### src/sv/fvn_pkg.sv
// Shared types, constants and tables for the fractal value noise block.
// No dependencies; every other file refers to this package by scoped names.

package fvn_pkg;

    localparam int MAX_OCTAVES = 8;
    localparam int OCT_W       = 4;                 // octave count register width
    localparam int OCT_IDX_W   = $clog2(MAX_OCTAVES);
    localparam int CRD_W       = 32;
    localparam int FREQ_W      = 24;
    localparam int SCL_W       = 24;                // bits of the scaled coordinate that matter
    localparam int FRAC_W      = 16;
    localparam int OCTV_W      = 24;                // per-octave value, Q8.16
    localparam int ACC_W       = OCTV_W + MAX_OCTAVES;
    localparam int DIVD_W      = FRAC_W + MAX_OCTAVES;
    localparam int RECIP_K     = 31;
    localparam int NOISE_W     = 16;
    localparam int QDEPTH      = 4;
    localparam int QPTR_W      = $clog2(QDEPTH);

    localparam int ADDR_W      = 4;
    localparam int DATA_W      = 32;
    localparam int REG_IDX_W   = 2;

    typedef enum logic [REG_IDX_W-1:0] {
        REG_SEED      = 2'd0,
        REG_FREQUENCY = 2'd1,
        REG_OCTAVES   = 2'd2,
        REG_NONE      = 2'd3
    } t_reg_idx;

    typedef struct packed {
        logic [SCL_W-1:0] sx;
        logic [SCL_W-1:0] sy;
    } t_qdata;

    typedef struct packed {
        logic full;
        logic empty;
    } t_qstat;

    // floor(2^31 / (2^n - 1)) for n = 1..MAX_OCTAVES
    localparam logic [31:0] RECIP [MAX_OCTAVES] = '{
        32'd2147483648, 32'd715827882, 32'd306783378, 32'd143165576,
        32'd69273666,   32'd34087042,  32'd16909320,  32'd8421504
    };

    localparam logic [7:0] PERM [256] = '{
        8'd208, 8'd34,  8'd231, 8'd213, 8'd32,  8'd248, 8'd233, 8'd56,
        8'd161, 8'd78,  8'd24,  8'd140, 8'd71,  8'd48,  8'd140, 8'd254,
        8'd245, 8'd255, 8'd247, 8'd247, 8'd40,  8'd185, 8'd248, 8'd251,
        8'd245, 8'd28,  8'd124, 8'd204, 8'd204, 8'd76,  8'd36,  8'd1,
        8'd107, 8'd28,  8'd234, 8'd163, 8'd202, 8'd224, 8'd245, 8'd128,
        8'd167, 8'd204, 8'd9,   8'd92,  8'd217, 8'd54,  8'd239, 8'd174,
        8'd173, 8'd102, 8'd193, 8'd189, 8'd190, 8'd121, 8'd100, 8'd108,
        8'd167, 8'd44,  8'd43,  8'd77,  8'd180, 8'd204, 8'd8,   8'd81,
        8'd70,  8'd223, 8'd11,  8'd38,  8'd24,  8'd254, 8'd210, 8'd210,
        8'd177, 8'd32,  8'd81,  8'd195, 8'd243, 8'd125, 8'd8,   8'd169,
        8'd112, 8'd32,  8'd97,  8'd53,  8'd195, 8'd13,  8'd203, 8'd9,
        8'd47,  8'd104, 8'd125, 8'd117, 8'd114, 8'd124, 8'd165, 8'd203,
        8'd181, 8'd235, 8'd193, 8'd206, 8'd70,  8'd180, 8'd174, 8'd0,
        8'd167, 8'd181, 8'd41,  8'd164, 8'd30,  8'd116, 8'd127, 8'd198,
        8'd245, 8'd146, 8'd87,  8'd224, 8'd149, 8'd206, 8'd57,  8'd4,
        8'd192, 8'd210, 8'd65,  8'd210, 8'd129, 8'd240, 8'd178, 8'd105,
        8'd228, 8'd108, 8'd245, 8'd148, 8'd140, 8'd40,  8'd35,  8'd195,
        8'd38,  8'd58,  8'd65,  8'd207, 8'd215, 8'd253, 8'd65,  8'd85,
        8'd208, 8'd76,  8'd62,  8'd3,   8'd237, 8'd55,  8'd89,  8'd232,
        8'd50,  8'd217, 8'd64,  8'd244, 8'd157, 8'd199, 8'd121, 8'd252,
        8'd90,  8'd17,  8'd212, 8'd203, 8'd149, 8'd152, 8'd140, 8'd187,
        8'd234, 8'd177, 8'd73,  8'd174, 8'd193, 8'd100, 8'd192, 8'd143,
        8'd97,  8'd53,  8'd145, 8'd135, 8'd19,  8'd103, 8'd13,  8'd90,
        8'd135, 8'd151, 8'd199, 8'd91,  8'd239, 8'd247, 8'd33,  8'd39,
        8'd145, 8'd101, 8'd120, 8'd99,  8'd3,   8'd186, 8'd86,  8'd99,
        8'd41,  8'd237, 8'd203, 8'd111, 8'd79,  8'd220, 8'd135, 8'd158,
        8'd42,  8'd30,  8'd154, 8'd120, 8'd67,  8'd87,  8'd167, 8'd135,
        8'd176, 8'd183, 8'd191, 8'd253, 8'd115, 8'd184, 8'd21,  8'd233,
        8'd58,  8'd129, 8'd233, 8'd142, 8'd39,  8'd128, 8'd211, 8'd118,
        8'd137, 8'd139, 8'd255, 8'd114, 8'd20,  8'd218, 8'd113, 8'd154,
        8'd27,  8'd127, 8'd246, 8'd250, 8'd1,   8'd8,   8'd198, 8'd250,
        8'd209, 8'd92,  8'd222, 8'd173, 8'd21,  8'd88,  8'd102, 8'd219
    };

endpackage

### src/sv/fvn_front.sv
// Front end: input transfer, coordinate register and frequency scaling.
// Depends on fvn_pkg; pushes scaled coordinates into fvn_queue.

module fvn_front (
    input  logic                          i_clk,
    input  logic                          i_rst_n,
    input  logic                          i_valid,
    output logic                          o_ready,
    input  logic [fvn_pkg::CRD_W-1:0]     i_x_coord,
    input  logic [fvn_pkg::CRD_W-1:0]     i_y_coord,
    input  logic [fvn_pkg::FREQ_W-1:0]    i_frequency,
    input  fvn_pkg::t_qstat               i_qstat,
    output logic                          o_push,
    output fvn_pkg::t_qdata               o_qdata
);

    localparam int PROD_W = fvn_pkg::CRD_W + fvn_pkg::FREQ_W;

    logic                        r_vld;
    logic [fvn_pkg::CRD_W-1:0]   r_x;
    logic [fvn_pkg::CRD_W-1:0]   r_y;
    logic [PROD_W-1:0]           w_px;
    logic [PROD_W-1:0]           w_py;

    assign o_ready = !r_vld || !i_qstat.full;
    assign o_push  = r_vld && !i_qstat.full;

    always_ff @(posedge i_clk) begin
        if (!i_rst_n) begin
            r_vld <= 1'b0;
        end else if (o_ready) begin
            r_vld <= i_valid;
        end
    end

    always_ff @(posedge i_clk) begin
        if (o_ready && i_valid) begin
            r_x <= i_x_coord;
            r_y <= i_y_coord;
        end
    end

    // only bits 16..39 of the product survive the octave shifts and mod-256 wrap
    assign w_px = PROD_W'(r_x) * PROD_W'(i_frequency);
    assign w_py = PROD_W'(r_y) * PROD_W'(i_frequency);
    assign o_qdata.sx = w_px[fvn_pkg::FRAC_W +: fvn_pkg::SCL_W];
    assign o_qdata.sy = w_py[fvn_pkg::FRAC_W +: fvn_pkg::SCL_W];

endmodule

### config.mk
export PLATFORM = sky130hd
export DESIGN_NAME = fvn_front
export DESIGN_NICKNAME = d
export VERILOG_FILES = /design/src/sv/fvn_pkg.sv /design/src/sv/fvn_front.sv
export SDC_FILE = /design/constraint.sdc
export NUM_CORES = 2
export LEC_CHECK = 0
export BUFFER_PORTS_ARGS = -buffer_cell sky130_fd_sc_hd__buf_2
export CAP_MARGIN = 15
export CORE_UTILIZATION = 53
export DETAILED_ROUTE_END_ITERATION = 10
export MAX_ROUTING_LAYER = met4
export PLACE_DENSITY = 0.77
export RECOVER_POWER = 100
export SYNTH_ARGS = -nofsm -noshare
export SYNTH_HDL_FRONTEND = slang
export SYNTH_SLANG_ARGS = --single-unit
### constraint.sdc
create_clock -name i_clk -period 50.6 [get_ports i_clk]
set_input_delay 15.18 -clock i_clk [delete_from_list [all_inputs] [get_ports i_clk]]
set_output_delay 15.18 -clock i_clk [all_outputs]
set_load 0.02 [all_outputs]
==> flow_metrics.env <==
export IMPL_grt_max_degree=65
export IMPL_hold_violations=0
export IMPL_synth_cell_type_count=54
export IMPL_area_growth_synth_to_final_pct=3.84
export IMPL_yosys_area_share_simple_pct=17.2
export IMPL_hold_path_class="flip-flop to flip-flop"
export IMPL_clk_latency_ps=400
export IMPL_relSlewSlack_pct=-218
export IMPL_synth_cell_area_mm2=0.0402
export IMPL_core_mm2=0.0748
export IMPL_dp_slack_ps=12530
export IMPL_ctsResizeCount=0
export IMPL_initial_core_util_pct=53.8
export IMPL_post_cts_buffers=0
export IMPL_synthCells=4407
export IMPL_min_from="r_vld"
export IMPL_root_buffer="clkbuf_16"
export IMPL_place_congestion=0.838
export IMPL_synth_seq_area_share_pct=4.83
export IMPL_rows=100
export IMPL_grt_usage_pct=27.4
export IMPL_die_y_um=277
export IMPL_synthAdderAreaFrac_pct=60.4
export IMPL_maxCapViolCount=2
export IMPL_clk_path_buf_depth=2
export IMPL_placed_area_mm2=0.0415
export IMPL_crit_arrival_ps=25830
export IMPL_fin_crit_ps=41010
export IMPL_dr_first_iter_drc_count=1677
export IMPL_yosysMostFrequentCell="inv_1"
export IMPL_dieArea_mm2=0.0770
export IMPL_worstRegToRegCells=2
export IMPL_grt_overflow=0
export IMPL_syn_num_nets=5794
export IMPL_min_delay_path_depth=2
export IMPL_violations="max-capacitance violations, max-slew violations"
export IMPL_period_share_pct=81.0
export IMPL_fin_util_pct=55.8
export IMPL_tns_ps=0
export IMPL_grt_setup_unrepaired="no"
export IMPL_synthTopCellsByCount="1177 x inv_1, 1080 x fa_1, 704 x nand2_1, 610 x and2_1, 245 x clkbuf_1"
export IMPL_grt_pass1_wl_mm=161
export IMPL_numCtsBuffers=9
export IMPL_synth_top_family_by_area="adder cells"
export IMPL_status="complete, but fails checks"
export IMPL_regToRegSetupSlack_ps=46220
export IMPL_hpwl_mm=70.9
export IMPL_ant_nets=0
export IMPL_num_vias=28600
export IMPL_cp_required_ps=35420
export IMPL_cp_max_fo=64
export IMPL_drv_slew=130
export IMPL_worstMarginPinSlew_ps=4770
export IMPL_multi_input_area_mm2=0.0329
export IMPL_skew_ps=14.5
export IMPL_antenna_found_initial=4
export IMPL_synth_edf_count=64
export IMPL_async_flop_share_pct=0
export IMPL_drive_above_1_share_pct=3.51
export IMPL_nets=5738
export IMPL_num_io_pins=143
export IMPL_fill_cells=6532
export IMPL_endpoint_kind="output pin"
export IMPL_setup_violations=0
export IMPL_ys_ff_latch=65
export IMPL_cts_tree="built"
export IMPL_synthTopCellsByArea="fa_1 54%, inv_1 11%, and2_1 9.5%"
export IMPL_ff_latch_area_mm2=0.00194
export IMPL_ys_flop_type="edfxtp_1"
export IMPL_fin_area_mm2=0.0418
export IMPL_die_width_um=277
export IMPL_r2r_start="r_vld"
export IMPL_h_tree_depth=3
export IMPL_drc_errors=0
export IMPL_hold_end="r_vld"
export IMPL_wl_per_cell_um=17.8
export IMPL_clkTransAtPathRegs_ps=70
export IMPL_startpoint_type="input port"
export IMPL_muxShareOfSynthArea_pct=0
export IMPL_synth_top_area_cell="fa_1"
export IMPL_synth_xor_area_share_pct=2.33
export IMPL_avgSynthCellArea_um2=9.13
export IMPL_synth_top_cell_area_share_pct=53.8
export IMPL_synth_compound_gate_area_share_pct=1.96
export IMPL_cts_hold_buf=0
export IMPL_r2r_end="r_x[10]"
export IMPL_place_port_buffers=141
export IMPL_first_global_vias=32000
export IMPL_critical_path_class="input port to output pin"
export IMPL_yosys_warnings=0
export IMPL_max_freq_mhz=24.4
export IMPL_drt_vias_per_instance=5.37
export IMPL_drt_pass1_iterations=6
export IMPL_clock_sinks=65
export IMPL_final_setup_worst_slack_ps=9590
export IMPL_wirelength_mm=95.1
## per-layer routing
layer | share of wire [%] | vias to the layer above | GRT usage [%] | wire length (µm)
met1 | 38 | 15000 | 33.8 | 36100
met5 | 0 | - | - | 0
li1 | - | 12200 | - | -
met2 | 50 | 1236 | 46.0 | 47800
met4 | 2.9 | 0 | 8.40 | 2790
met3 | 8.8 | 212 | 4.66 | 8330
## critical path: stages
cell      delay, ps
buf_2            70
clkbuf_1       2850
nand2_1         320
fa_1            680
inv_1            50
fa_1            520
inv_1            70
fa_1            520
inv_1            50
fa_1            480
ha_1            310
fa_1            490
inv_1            50
fa_1            470
inv_1            40
ha_1            300
a211oi_1        310
nand3b_1        120
a211oi_1        570
nor4_1          220
o31ai_1         630
a21oi_1         330
o221a_1         340
or4_1           410
o311ai_1        100
clkbuf_1        260
## metrics by stage
| step | cells | hold WS [ps] |
|---|---|---|
| 3_5_place_dp | 5308 | 510 |
| 4_1_cts | 5324 | 525 |
| 3_3_place_gp | 5308 | 501 |
| 6_report | 5329 | 525 |
| 5_1_grt | 5329 | 584 |
| 2_1_floorplan | 4407 | 487 |
## placed cells by master (no fill, tap or decap), types with 7 or more instances in the layout
master	count
edfxtp_1	64
fa_1	1080
ha_1	214
and2_1	608
clkbuf_1	45
a21oi_1	34
nor2_1	34
o21ai_0	16
o21a_1	7
nand4_1	7
nand3_1	7
nor3_1	18
xor2_1	22
clkbuf_16	9
inv_1	1177
buf_4	36
nand2_1	704
a21o_1	17
xnor2_1	85
buf_2	98
## how the worst max path moves through the flow
stage / from / to / slack [ps] / depth (start not counted)
4_1_cts: i_frequency[3] / o_qdata[20] / 12510 / 28
6_report: i_frequency[4] / o_qdata[20] / 9590 / 26
3_5_place_dp: i_frequency[3] / o_qdata[20] / 12530 / 28
3_3_place_gp: i_frequency[3] / o_qdata[20] / 12670 / 28
5_1_grt: i_frequency[4] / o_qdata[20] / 9200 / 26
2_1_floorplan: i_frequency[3] / o_qdata[20] / 13670 / 27
## sequential cells by signal, indices dropped and copies added, names as in the netlist
name / count
r_vld: 1
r_x: 32
r_y: 32
## cell families after synthesis
kind of cell | after synthesis
AOI/OAI and AO/OA | 115
xor gates and xnor gates | 107
adders and majority gates | 1294
buffers and inverters | 1423
DFF | 65
and+or+nand+nor | 1403
## layout make-up
| cell class | count | share of cell area (%) |
|---|---|---|
| diodes | 4 | 0.0240 |
| clock buffers | 10 | 0.548 |
| clock inverters | 6 | 0.276 |
| inverters | 1177 | 10.6 |
| multi-input cells | 2919 | 78.8 |
| flip-flops and latches | 65 | 4.65 |
| well taps | 969 | 2.90 |
| repair buffers | 179 | 2.25 |
Power is left out: the tool's default activity adds up to more than one toggle a clock period on the data nets, which glitch-free logic cannot reach.
