$ cat config.mk
export PLATFORM = sky130hd
export DESIGN_NAME = fvn_queue
export DESIGN_NICKNAME = d
export VERILOG_FILES = /design/src/sv/fvn_pkg.sv /design/src/sv/fvn_queue.sv
export SDC_FILE = /design/constraint.sdc
export NUM_CORES = 1
export LEC_CHECK = 0
export ABC_CLOCK_PERIOD_IN_PS = 5400
export BUFFER_PORTS_ARGS = -buffer_cell sky130_fd_sc_hd__buf_2
export CAP_MARGIN = 20
export CORE_MARGIN = 5
export CORE_UTILIZATION = 30
export DETAILED_ROUTE_END_ITERATION = 10
export GPL_ROUTABILITY_DRIVEN = 0
export PLACE_DENSITY_LB_ADDON = 0.1
export SYNTH_ARGS = -nofsm -noshare
export SYNTH_HDL_FRONTEND = slang
export SYNTH_SLANG_ARGS = --single-unit
$ cat constraint.sdc
create_clock -name i_clk -period 5.4 [get_ports i_clk]
set_clock_uncertainty 0.2 [all_clocks]
set_input_delay 1.08 -clock i_clk [delete_from_list [all_inputs] [get_ports i_clk]]
set_output_delay 1.08 -clock i_clk [all_outputs]
set_load 0.01 [all_outputs]
$ cat src/sv/fvn_pkg.sv
// Shared types, constants and tables for the fractal value noise block.
// No dependencies; every other file refers to this package by scoped names.

package fvn_pkg;

    localparam int MAX_OCTAVES = 8;
    localparam int OCT_W       = 4;                 // octave count register width
    localparam int OCT_IDX_W   = $clog2(MAX_OCTAVES);
    localparam int CRD_W       = 32;
    localparam int FREQ_W      = 24;
    localparam int SCL_W       = 24;                // bits of the scaled coordinate that matter
    localparam int FRAC_W      = 16;
    localparam int OCTV_W      = 24;                // per-octave value, Q8.16
    localparam int ACC_W       = OCTV_W + MAX_OCTAVES;
    localparam int DIVD_W      = FRAC_W + MAX_OCTAVES;
    localparam int RECIP_K     = 31;
    localparam int NOISE_W     = 16;
    localparam int QDEPTH      = 4;
    localparam int QPTR_W      = $clog2(QDEPTH);

    localparam int ADDR_W      = 4;
    localparam int DATA_W      = 32;
    localparam int REG_IDX_W   = 2;

    typedef enum logic [REG_IDX_W-1:0] {
        REG_SEED      = 2'd0,
        REG_FREQUENCY = 2'd1,
        REG_OCTAVES   = 2'd2,
        REG_NONE      = 2'd3
    } t_reg_idx;

    typedef struct packed {
        logic [SCL_W-1:0] sx;
        logic [SCL_W-1:0] sy;
    } t_qdata;

    typedef struct packed {
        logic full;
        logic empty;
    } t_qstat;

    // floor(2^31 / (2^n - 1)) for n = 1..MAX_OCTAVES
    localparam logic [31:0] RECIP [MAX_OCTAVES] = '{
        32'd2147483648, 32'd715827882, 32'd306783378, 32'd143165576,
        32'd69273666,   32'd34087042,  32'd16909320,  32'd8421504
    };

    localparam logic [7:0] PERM [256] = '{
        8'd208, 8'd34,  8'd231, 8'd213, 8'd32,  8'd248, 8'd233, 8'd56,
        8'd161, 8'd78,  8'd24,  8'd140, 8'd71,  8'd48,  8'd140, 8'd254,
        8'd245, 8'd255, 8'd247, 8'd247, 8'd40,  8'd185, 8'd248, 8'd251,
        8'd245, 8'd28,  8'd124, 8'd204, 8'd204, 8'd76,  8'd36,  8'd1,
        8'd107, 8'd28,  8'd234, 8'd163, 8'd202, 8'd224, 8'd245, 8'd128,
        8'd167, 8'd204, 8'd9,   8'd92,  8'd217, 8'd54,  8'd239, 8'd174,
        8'd173, 8'd102, 8'd193, 8'd189, 8'd190, 8'd121, 8'd100, 8'd108,
        8'd167, 8'd44,  8'd43,  8'd77,  8'd180, 8'd204, 8'd8,   8'd81,
        8'd70,  8'd223, 8'd11,  8'd38,  8'd24,  8'd254, 8'd210, 8'd210,
        8'd177, 8'd32,  8'd81,  8'd195, 8'd243, 8'd125, 8'd8,   8'd169,
        8'd112, 8'd32,  8'd97,  8'd53,  8'd195, 8'd13,  8'd203, 8'd9,
        8'd47,  8'd104, 8'd125, 8'd117, 8'd114, 8'd124, 8'd165, 8'd203,
        8'd181, 8'd235, 8'd193, 8'd206, 8'd70,  8'd180, 8'd174, 8'd0,
        8'd167, 8'd181, 8'd41,  8'd164, 8'd30,  8'd116, 8'd127, 8'd198,
        8'd245, 8'd146, 8'd87,  8'd224, 8'd149, 8'd206, 8'd57,  8'd4,
        8'd192, 8'd210, 8'd65,  8'd210, 8'd129, 8'd240, 8'd178, 8'd105,
        8'd228, 8'd108, 8'd245, 8'd148, 8'd140, 8'd40,  8'd35,  8'd195,
        8'd38,  8'd58,  8'd65,  8'd207, 8'd215, 8'd253, 8'd65,  8'd85,
        8'd208, 8'd76,  8'd62,  8'd3,   8'd237, 8'd55,  8'd89,  8'd232,
        8'd50,  8'd217, 8'd64,  8'd244, 8'd157, 8'd199, 8'd121, 8'd252,
        8'd90,  8'd17,  8'd212, 8'd203, 8'd149, 8'd152, 8'd140, 8'd187,
        8'd234, 8'd177, 8'd73,  8'd174, 8'd193, 8'd100, 8'd192, 8'd143,
        8'd97,  8'd53,  8'd145, 8'd135, 8'd19,  8'd103, 8'd13,  8'd90,
        8'd135, 8'd151, 8'd199, 8'd91,  8'd239, 8'd247, 8'd33,  8'd39,
        8'd145, 8'd101, 8'd120, 8'd99,  8'd3,   8'd186, 8'd86,  8'd99,
        8'd41,  8'd237, 8'd203, 8'd111, 8'd79,  8'd220, 8'd135, 8'd158,
        8'd42,  8'd30,  8'd154, 8'd120, 8'd67,  8'd87,  8'd167, 8'd135,
        8'd176, 8'd183, 8'd191, 8'd253, 8'd115, 8'd184, 8'd21,  8'd233,
        8'd58,  8'd129, 8'd233, 8'd142, 8'd39,  8'd128, 8'd211, 8'd118,
        8'd137, 8'd139, 8'd255, 8'd114, 8'd20,  8'd218, 8'd113, 8'd154,
        8'd27,  8'd127, 8'd246, 8'd250, 8'd1,   8'd8,   8'd198, 8'd250,
        8'd209, 8'd92,  8'd222, 8'd173, 8'd21,  8'd88,  8'd102, 8'd219
    };

endpackage

$ cat src/sv/fvn_queue.sv
// Short FIFO between front and back end.
// Depends on fvn_pkg for the entry type and depth.

module fvn_queue (
    input  logic             i_clk,
    input  logic             i_rst_n,
    input  logic             i_push,
    input  fvn_pkg::t_qdata  i_data,
    input  logic             i_pop,
    output fvn_pkg::t_qdata  o_data,
    output fvn_pkg::t_qstat  o_stat
);

    fvn_pkg::t_qdata                r_mem [fvn_pkg::QDEPTH];
    logic [fvn_pkg::QPTR_W-1:0]     r_wptr;
    logic [fvn_pkg::QPTR_W-1:0]     r_rptr;
    logic [fvn_pkg::QPTR_W:0]       r_cnt;

    assign o_stat.full  = (r_cnt == (fvn_pkg::QPTR_W+1)'(fvn_pkg::QDEPTH));
    assign o_stat.empty = (r_cnt == '0);
    assign o_data       = r_mem[r_rptr];

    always_ff @(posedge i_clk) begin
        if (!i_rst_n) begin
            r_wptr <= '0;
            r_rptr <= '0;
            r_cnt  <= '0;
        end else begin
            if (i_push) begin
                r_wptr <= r_wptr + 1'b1;
            end
            if (i_pop) begin
                r_rptr <= r_rptr + 1'b1;
            end
            if (i_push && !i_pop) begin
                r_cnt <= r_cnt + 1'b1;
            end else if (i_pop && !i_push) begin
                r_cnt <= r_cnt - 1'b1;
            end
        end
    end

    always_ff @(posedge i_clk) begin
        if (i_push) begin
            r_mem[r_wptr] <= i_data;
        end
    end

endmodule

==> impl_metrics.json, run 1 <==
{
  "outcome": "finished, final reports clean",
  "crit_slowest_cell": "dfxtp_2",
  "placed_area_mm2": 0.00825,
  "crit_arrival_ps": 2410,
  "synth_cells": 293,
  "maxClockFrequency_ghz": 0.271,
  "synth.ff_latch_count": 201,
  "cts.clk_slew.worst_paths_ps": 50,
  "crit_fanout": 29,
  "peakVddDrop_uv": 141,
  "combinationalPowerShare_pct": 8.8,
  "cp_slowest_stage_delay_ps": 890,
  "io_pins": 102,
  "setup.worst_path.end": "o_data[2]",
  "clkLatencyLatePin_ps": 490,
  "critical_path.cell_chain": "buf_4, mux4_2, buf_2",
  "yosys_warnings": 0,
  "seqPwrFrac_pct": 50.5,
  "cp.depth": 3,
  "cts_tree": "done",
  "worstMarginPinSlew_ps": 858,
  "crit_path_start_kind": "flip-flop",
  "row_count": 57,
  "post_cts_buffers": 0,
  "seq_area_frac_synth_pct": 80.7,
  "swShare_pct": 21.7,
  "core_mm2": 0.0242,
  "r2r_end": "r_mem[2][12]",
  "crit_family": "flip-flops",
  "p_sw_uw": 785,
  "path_class": "flip-flop to output pin",
  "area_growth_pct": 22.0,
  "clock_sink_count": 201,
  "worst-r2r-cell-count": 3,
  "grt.total_usage_pct": 10.5,
  "start_util_pct": 30.4,
  "viasPerCell": 4.41,
  "cts_resized": 0,
  "clkPwrFrac_pct": 40.7,
  "slew_viol_final": 0,
  "cp-end-kind": "output pin",
  "hp-start": "r_cnt[2]",
  "grt_pass1_vias": 3776,
  "antenna_cells": 0,
  "detail_route.wirelength_um": 14700,
  "drc": 0,
  "hold_class": "flip-flop to flip-flop",
  "gr-total-overflow": 0,
  "wl_per_cell_um": 19.5,
  "post-route-cell-area_mm2": 0.00898,
  "dieArea_mm2": 0.0278,
  "final-setup-viol-count": 0,
  "setup_total_negative_slack_ps": 0,
  "p_total_uw": 3620,
  "antenna_found_initial": 2,
  "htree_levels": 1,
  "reg2reg_slack_ps": 3530,
  "via_count": 3321,
  "die_w_um": 167,
  "setup_slack_ps": 1710,
  "portBuffers": 101,
  "cp_num_buf_inv": 2,
  "netlist_area_mm2": 0.00736,
  "period_minus_slack_ps": 3690,
  "dp_slack_ps": 2120,
  "worstPathRequired_ps": 4120,
  "rsz0062_at_grt": "no",
  "dp_hpwl_um": 8220,
  "holdWs_ps": 314,
  "synth_cell_type_count": 21,
  "grt_max_degree": 49,
  "drive_gt1_share_pct": 44.3,
  "reg2reg_from": "r_wptr[0]",
  "finalCritPeriodShare_pct": 68.4,
  "drt-initial-drc-count": 129,
  "internal_power_uw": 2840,
  "cts_buffer_depth": 3,
  "avgSynthCellArea_um2": 25.1,
  "grt_pass1_wl_um": 22600,
  "dieHeight_um": 167,
  "synth_nets": 351,
  "timing.slew.headroom_pct": 42.8,
  "power_density_mw_per_mm2": 403,
  "dr.pass1.iters": 4,
  "cts_root_buffer": "clkbuf_16",
  "final_hold_viol_count": 0,
  "cts_hold_buffers": 0,
  "cts_buffers": 24,
  "drtAntennaViolNets": 0,
  "p_leak_uw": 0.00301,
  "fin_nets": 470,
  "cap_violations": 0
}
## layer usage
metal	global-route usage, %	up-vias	share of wire, %
li1	-	1475	-
met1	13.2	1732	42
met2	17.8	83	50
met3	3.06	27	6.4
met4	2.92	4	1.9
met5	0	-	0.14
## power groups by stage
stage / Sequential (uW) / Clock (uW) / Combinational, uW
floorplan: 1840 / 0 / 205
global placement: 1880 / 0 / 310
detailed placement: 1860 / 0 / 335
CTS: 1830 / 1520 / 336
global route: 1840 / 1600 / 353
finish: 1830 / 1470 / 320
## through the flow
stage	util [%]	std cells
floorplan	-	293
global placement	33.9	709
detailed placement	34.0	710
CTS	37.0	753
global route	37.0	753
finish	37.0	753
## flip-flops by register name, indices dropped and copies added (netlist names), named ones only
register,count
r_rptr,2
r_wptr,2
r_mem,192
r_cnt,3
## cell families (layout without fill, tap and decap cells)
group,count (synthesis),count (layout),synth area share (%)
compound gates,2,2,0.170
flops,201,201,80.7
mux,50,50,15.0
simple gates,15,15,1.24
fa+ha+maj,6,6,1.12
buf+inv,14,150,1.17
xor+xnor,5,5,0.595
## cells in the final DEF (no fill, tap or decap), types with 2 or more instances in the layout
cell | synthesis | layout
and2_4 | 0 | 4
edfxtp_1 | 192 | 192
mux4_2 | 48 | 48
buf_2 | 3 | 101
clkinv_1 | 0 | 3
xor2_1 | 3 | 3
nor2b_1 | 2 | 2
mux2i_1 | 2 | 2
dfxtp_1 | 9 | 7
inv_1 | 4 | 4
clkinv_2 | 0 | 6
xnor2_1 | 2 | 2
clkbuf_16 | 0 | 25
ha_1 | 5 | 5
and2_1 | 9 | 5
clkbuf_1 | 2 | 7
## Yosys cell counts, drive strengths merged
library cell / count / area [um^2]
inv: 4 / 15.0
o21ai: 1 / 5.00
dfxtp: 9 / 180
clkbuf: 2 / 7.51
ha: 5 / 62.6
xnor2: 2 / 17.5
edfxtp: 192 / 5770
nor2b: 2 / 12.5
buf: 8 / 63.8
nor3b: 1 / 7.51
nor3: 1 / 5.00
xor2: 3 / 26.3
and2: 9 / 56.3
mux2i: 2 / 20.0
a21boi: 1 / 7.51
or3: 1 / 6.26
nand2: 1 / 3.75
mux4: 48 / 1080
fa: 1 / 20.0
## worst min path at each step
stage / cells after the start / end / slack (ps)
2_1_floorplan: 2 / r_cnt[2] / 270
3_3_place_gp: 2 / r_cnt[2] / 300
3_5_place_dp: 2 / r_cnt[2] / 310
4_1_cts: 2 / r_cnt[2] / 320
5_1_grt: 2 / r_cnt[2] / 350
6_report: 2 / r_cnt[2] / 310
## final cells by class
class / count / area [um^2]
inverter: 4 / 15.0
clock buffer: 32 / 652
tap: 324 / 405
multi-input combinational: 78 / 1340
clock inverter: 11 / 78.8
sequential: 201 / 5950
timing repair buffer: 103 / 541
fill: 2265 / 15300
## worst min-delay path, cell delays in order, from the launching register on
cell	delay (ps)
dfxtp_1	320
o21ai_0	70
a21boi_0	80
Power figures use the tool's default switching activity.
==> run 2, diff against run 1 <==
ABC_CLOCK_PERIOD_IN_PS = 3700   (was 5400)
clock period = 3.7 ns   (was 5.4 ns; I/O delays follow)
==> run 2 against run 1 <==
Effect of this change:
- die area is the same
- sequential cell count is the same
- design area grew 0.39%
- worst setup slack lost 1100 ps
- largest cell class unchanged
==> impl_metrics.json, run 2 (synthesized netlist as in run 1, its figures left out) <==
{
  "hold_class": "input pin to flip-flop",
  "area_growth_pct": 22.5,
  "reg2reg_slack_ps": 1860,
  "crit_family": "multiplexers",
  "largest_reg_flops": 192,
  "largest-register": "r_mem",
  "cts_buffer_depth": 3,
  "critical_path.cell_chain": "buf_12, mux4_2, buf_2",
  "cts.clk_slew.worst_paths_ps": 60,
  "post_cts_buffers": 0,
  "detail_route.wirelength_um": 14700,
  "multiInputGateArea_mm2": 0.00134,
  "r2r_end": "r_mem[0][33]",
  "gr-total-overflow": 0,
  "dieArea_mm2": 0.0278,
  "drc": 0,
  "via_count": 3344,
  "use_met1_pct": 13.2,
  "final_common_cell": "edfxtp_1",
  "final-setup-viol-count": 0,
  "worstMarginPinSlew_ps": 823,
  "grt_pass1_vias": 3748,
  "antenna_cells": 0,
  "path_class": "flip-flop to output pin",
  "cap_violations": 0,
  "timing.slew.headroom_pct": 45.1,
  "fin_nets": 469,
  "slew_viol_final": 0,
  "drtAntennaViolNets": 0,
  "final_cell_mix": "edfxtp_1, buf_2, mux4_2",
  "cts_root_buffer": "clkbuf_16",
  "setup.worst_path.end": "o_data[47]",
  "dp_hpwl_um": 8320,
  "start_util_pct": 30.4,
  "setup_slack_ps": 604,
  "filler_cell_count": 2242,
  "final_hold_viol_count": 0,
  "reg2reg_from": "r_wptr[0]",
  "clock_sink_count": 201,
  "rsz0062_at_grt": "no",
  "grt_busiest_layer": "met2",
  "dp_slack_ps": 1040,
  "maxClockFrequency_ghz": 0.323,
  "antenna_found_initial": 3,
  "core_mm2": 0.0242,
  "row_count": 57,
  "dr.pass1.iters": 4,
  "drt-initial-drc-count": 192,
  "clkLatencyLatePin_ps": 490,
  "crit_fanout": 35,
  "cts_buffers": 22,
  "outcome": "finished, final reports clean",
  "top_regs": "r_mem (192), r_cnt (3)",
  "min_path_cells": 1,
  "grt.total_usage_pct": 10.5,
  "cp-end-kind": "output pin",
  "grt_pass1_wl_um": 22300,
  "crit_slowest_cell": "mux4_2",
  "use_met2_pct": 17.5,
  "wl_per_cell_um": 19.5,
  "viasPerCell": 4.45,
  "cts_resized": 0,
  "p_leak_uw": 0.00303,
  "gr-usage-met3_pct": 3.41,
  "cts_hold_buffers": 0,
  "period_minus_slack_ps": 3100,
  "worst-r2r-cell-count": 3,
  "crit_path_start_kind": "flip-flop",
  "drive_gt1_share_pct": 45.0,
  "power_density_mw_per_mm2": 596,
  "finalCritPeriodShare_pct": 83.7,
  "post-route-cell-area_mm2": 0.00902,
  "dieHeight_um": 167,
  "worstPathRequired_ps": 2760,
  "cp.depth": 3,
  "ff_latch_area_mm2": 0.00595,
  "cp_num_buf_inv": 2,
  "peakVddDrop_uv": 218,
  "io_pins": 102,
  "cp_slowest_stage_delay_ps": 580,
  "htree_levels": 1,
  "placed_area_mm2": 0.00827,
  "die_w_um": 167,
  "crit_arrival_ps": 2160,
  "portBuffers": 101,
  "grt_max_degree": 49,
  "setup_total_negative_slack_ps": 0,
  "cts_tree": "done"
}
==> run 2: where the power goes <==
group	switching, uW	internal, uW
clock	829	1410
combinational	249	225
sequential	47.7	2610
total	1130	4250
==> run 2: worst min-delay path by stage <==
stage	startpoint	end
4_1_cts	i_data[9]	r_mem[1][9]
6_report	i_data[30]	r_mem[3][30]
2_1_floorplan	r_cnt[2]	r_cnt[2]
3_3_place_gp	r_cnt[2]	r_cnt[2]
3_5_place_dp	r_cnt[2]	r_cnt[2]
5_1_grt	i_data[37]	r_mem[2][37]
==> run 2: layout make-up <==
type,count,area share (%)
flip-flops and latches,201,66.0
multi-input cells,78,14.9
clock buffers,26,6.51
repair buffers,104,6.13
well taps,324,4.50
clock inverters,14,1.85
inverters,4,0.166
==> run 2: per-stage QoR <==
step                      total power (uW)  std cells  hold WS, ps  util [%]
after floorplan                       2980        293          272         -
after global placement                3200        711          308      34.1
after detailed placement              3210        711          341      34.1
after CTS                             5480        751          234      37.2
after global routing                  5610        751          235      37.2
final                                 5370        751          256      37.2
==> run 2: worst register-to-register path, cell delays in order, from the launching register on <==
cell	delay, ps
dfxtp_1	340
inv_1	90
ha_1	140
and2_4	670
==> run 2: metal layers <==
layer | up-vias | wire length (um)
met5 | - | 46
li1 | 1476 | -
met3 | 31 | 969
met2 | 91 | 7240
met1 | 1740 | 6170
met4 | 6 | 259
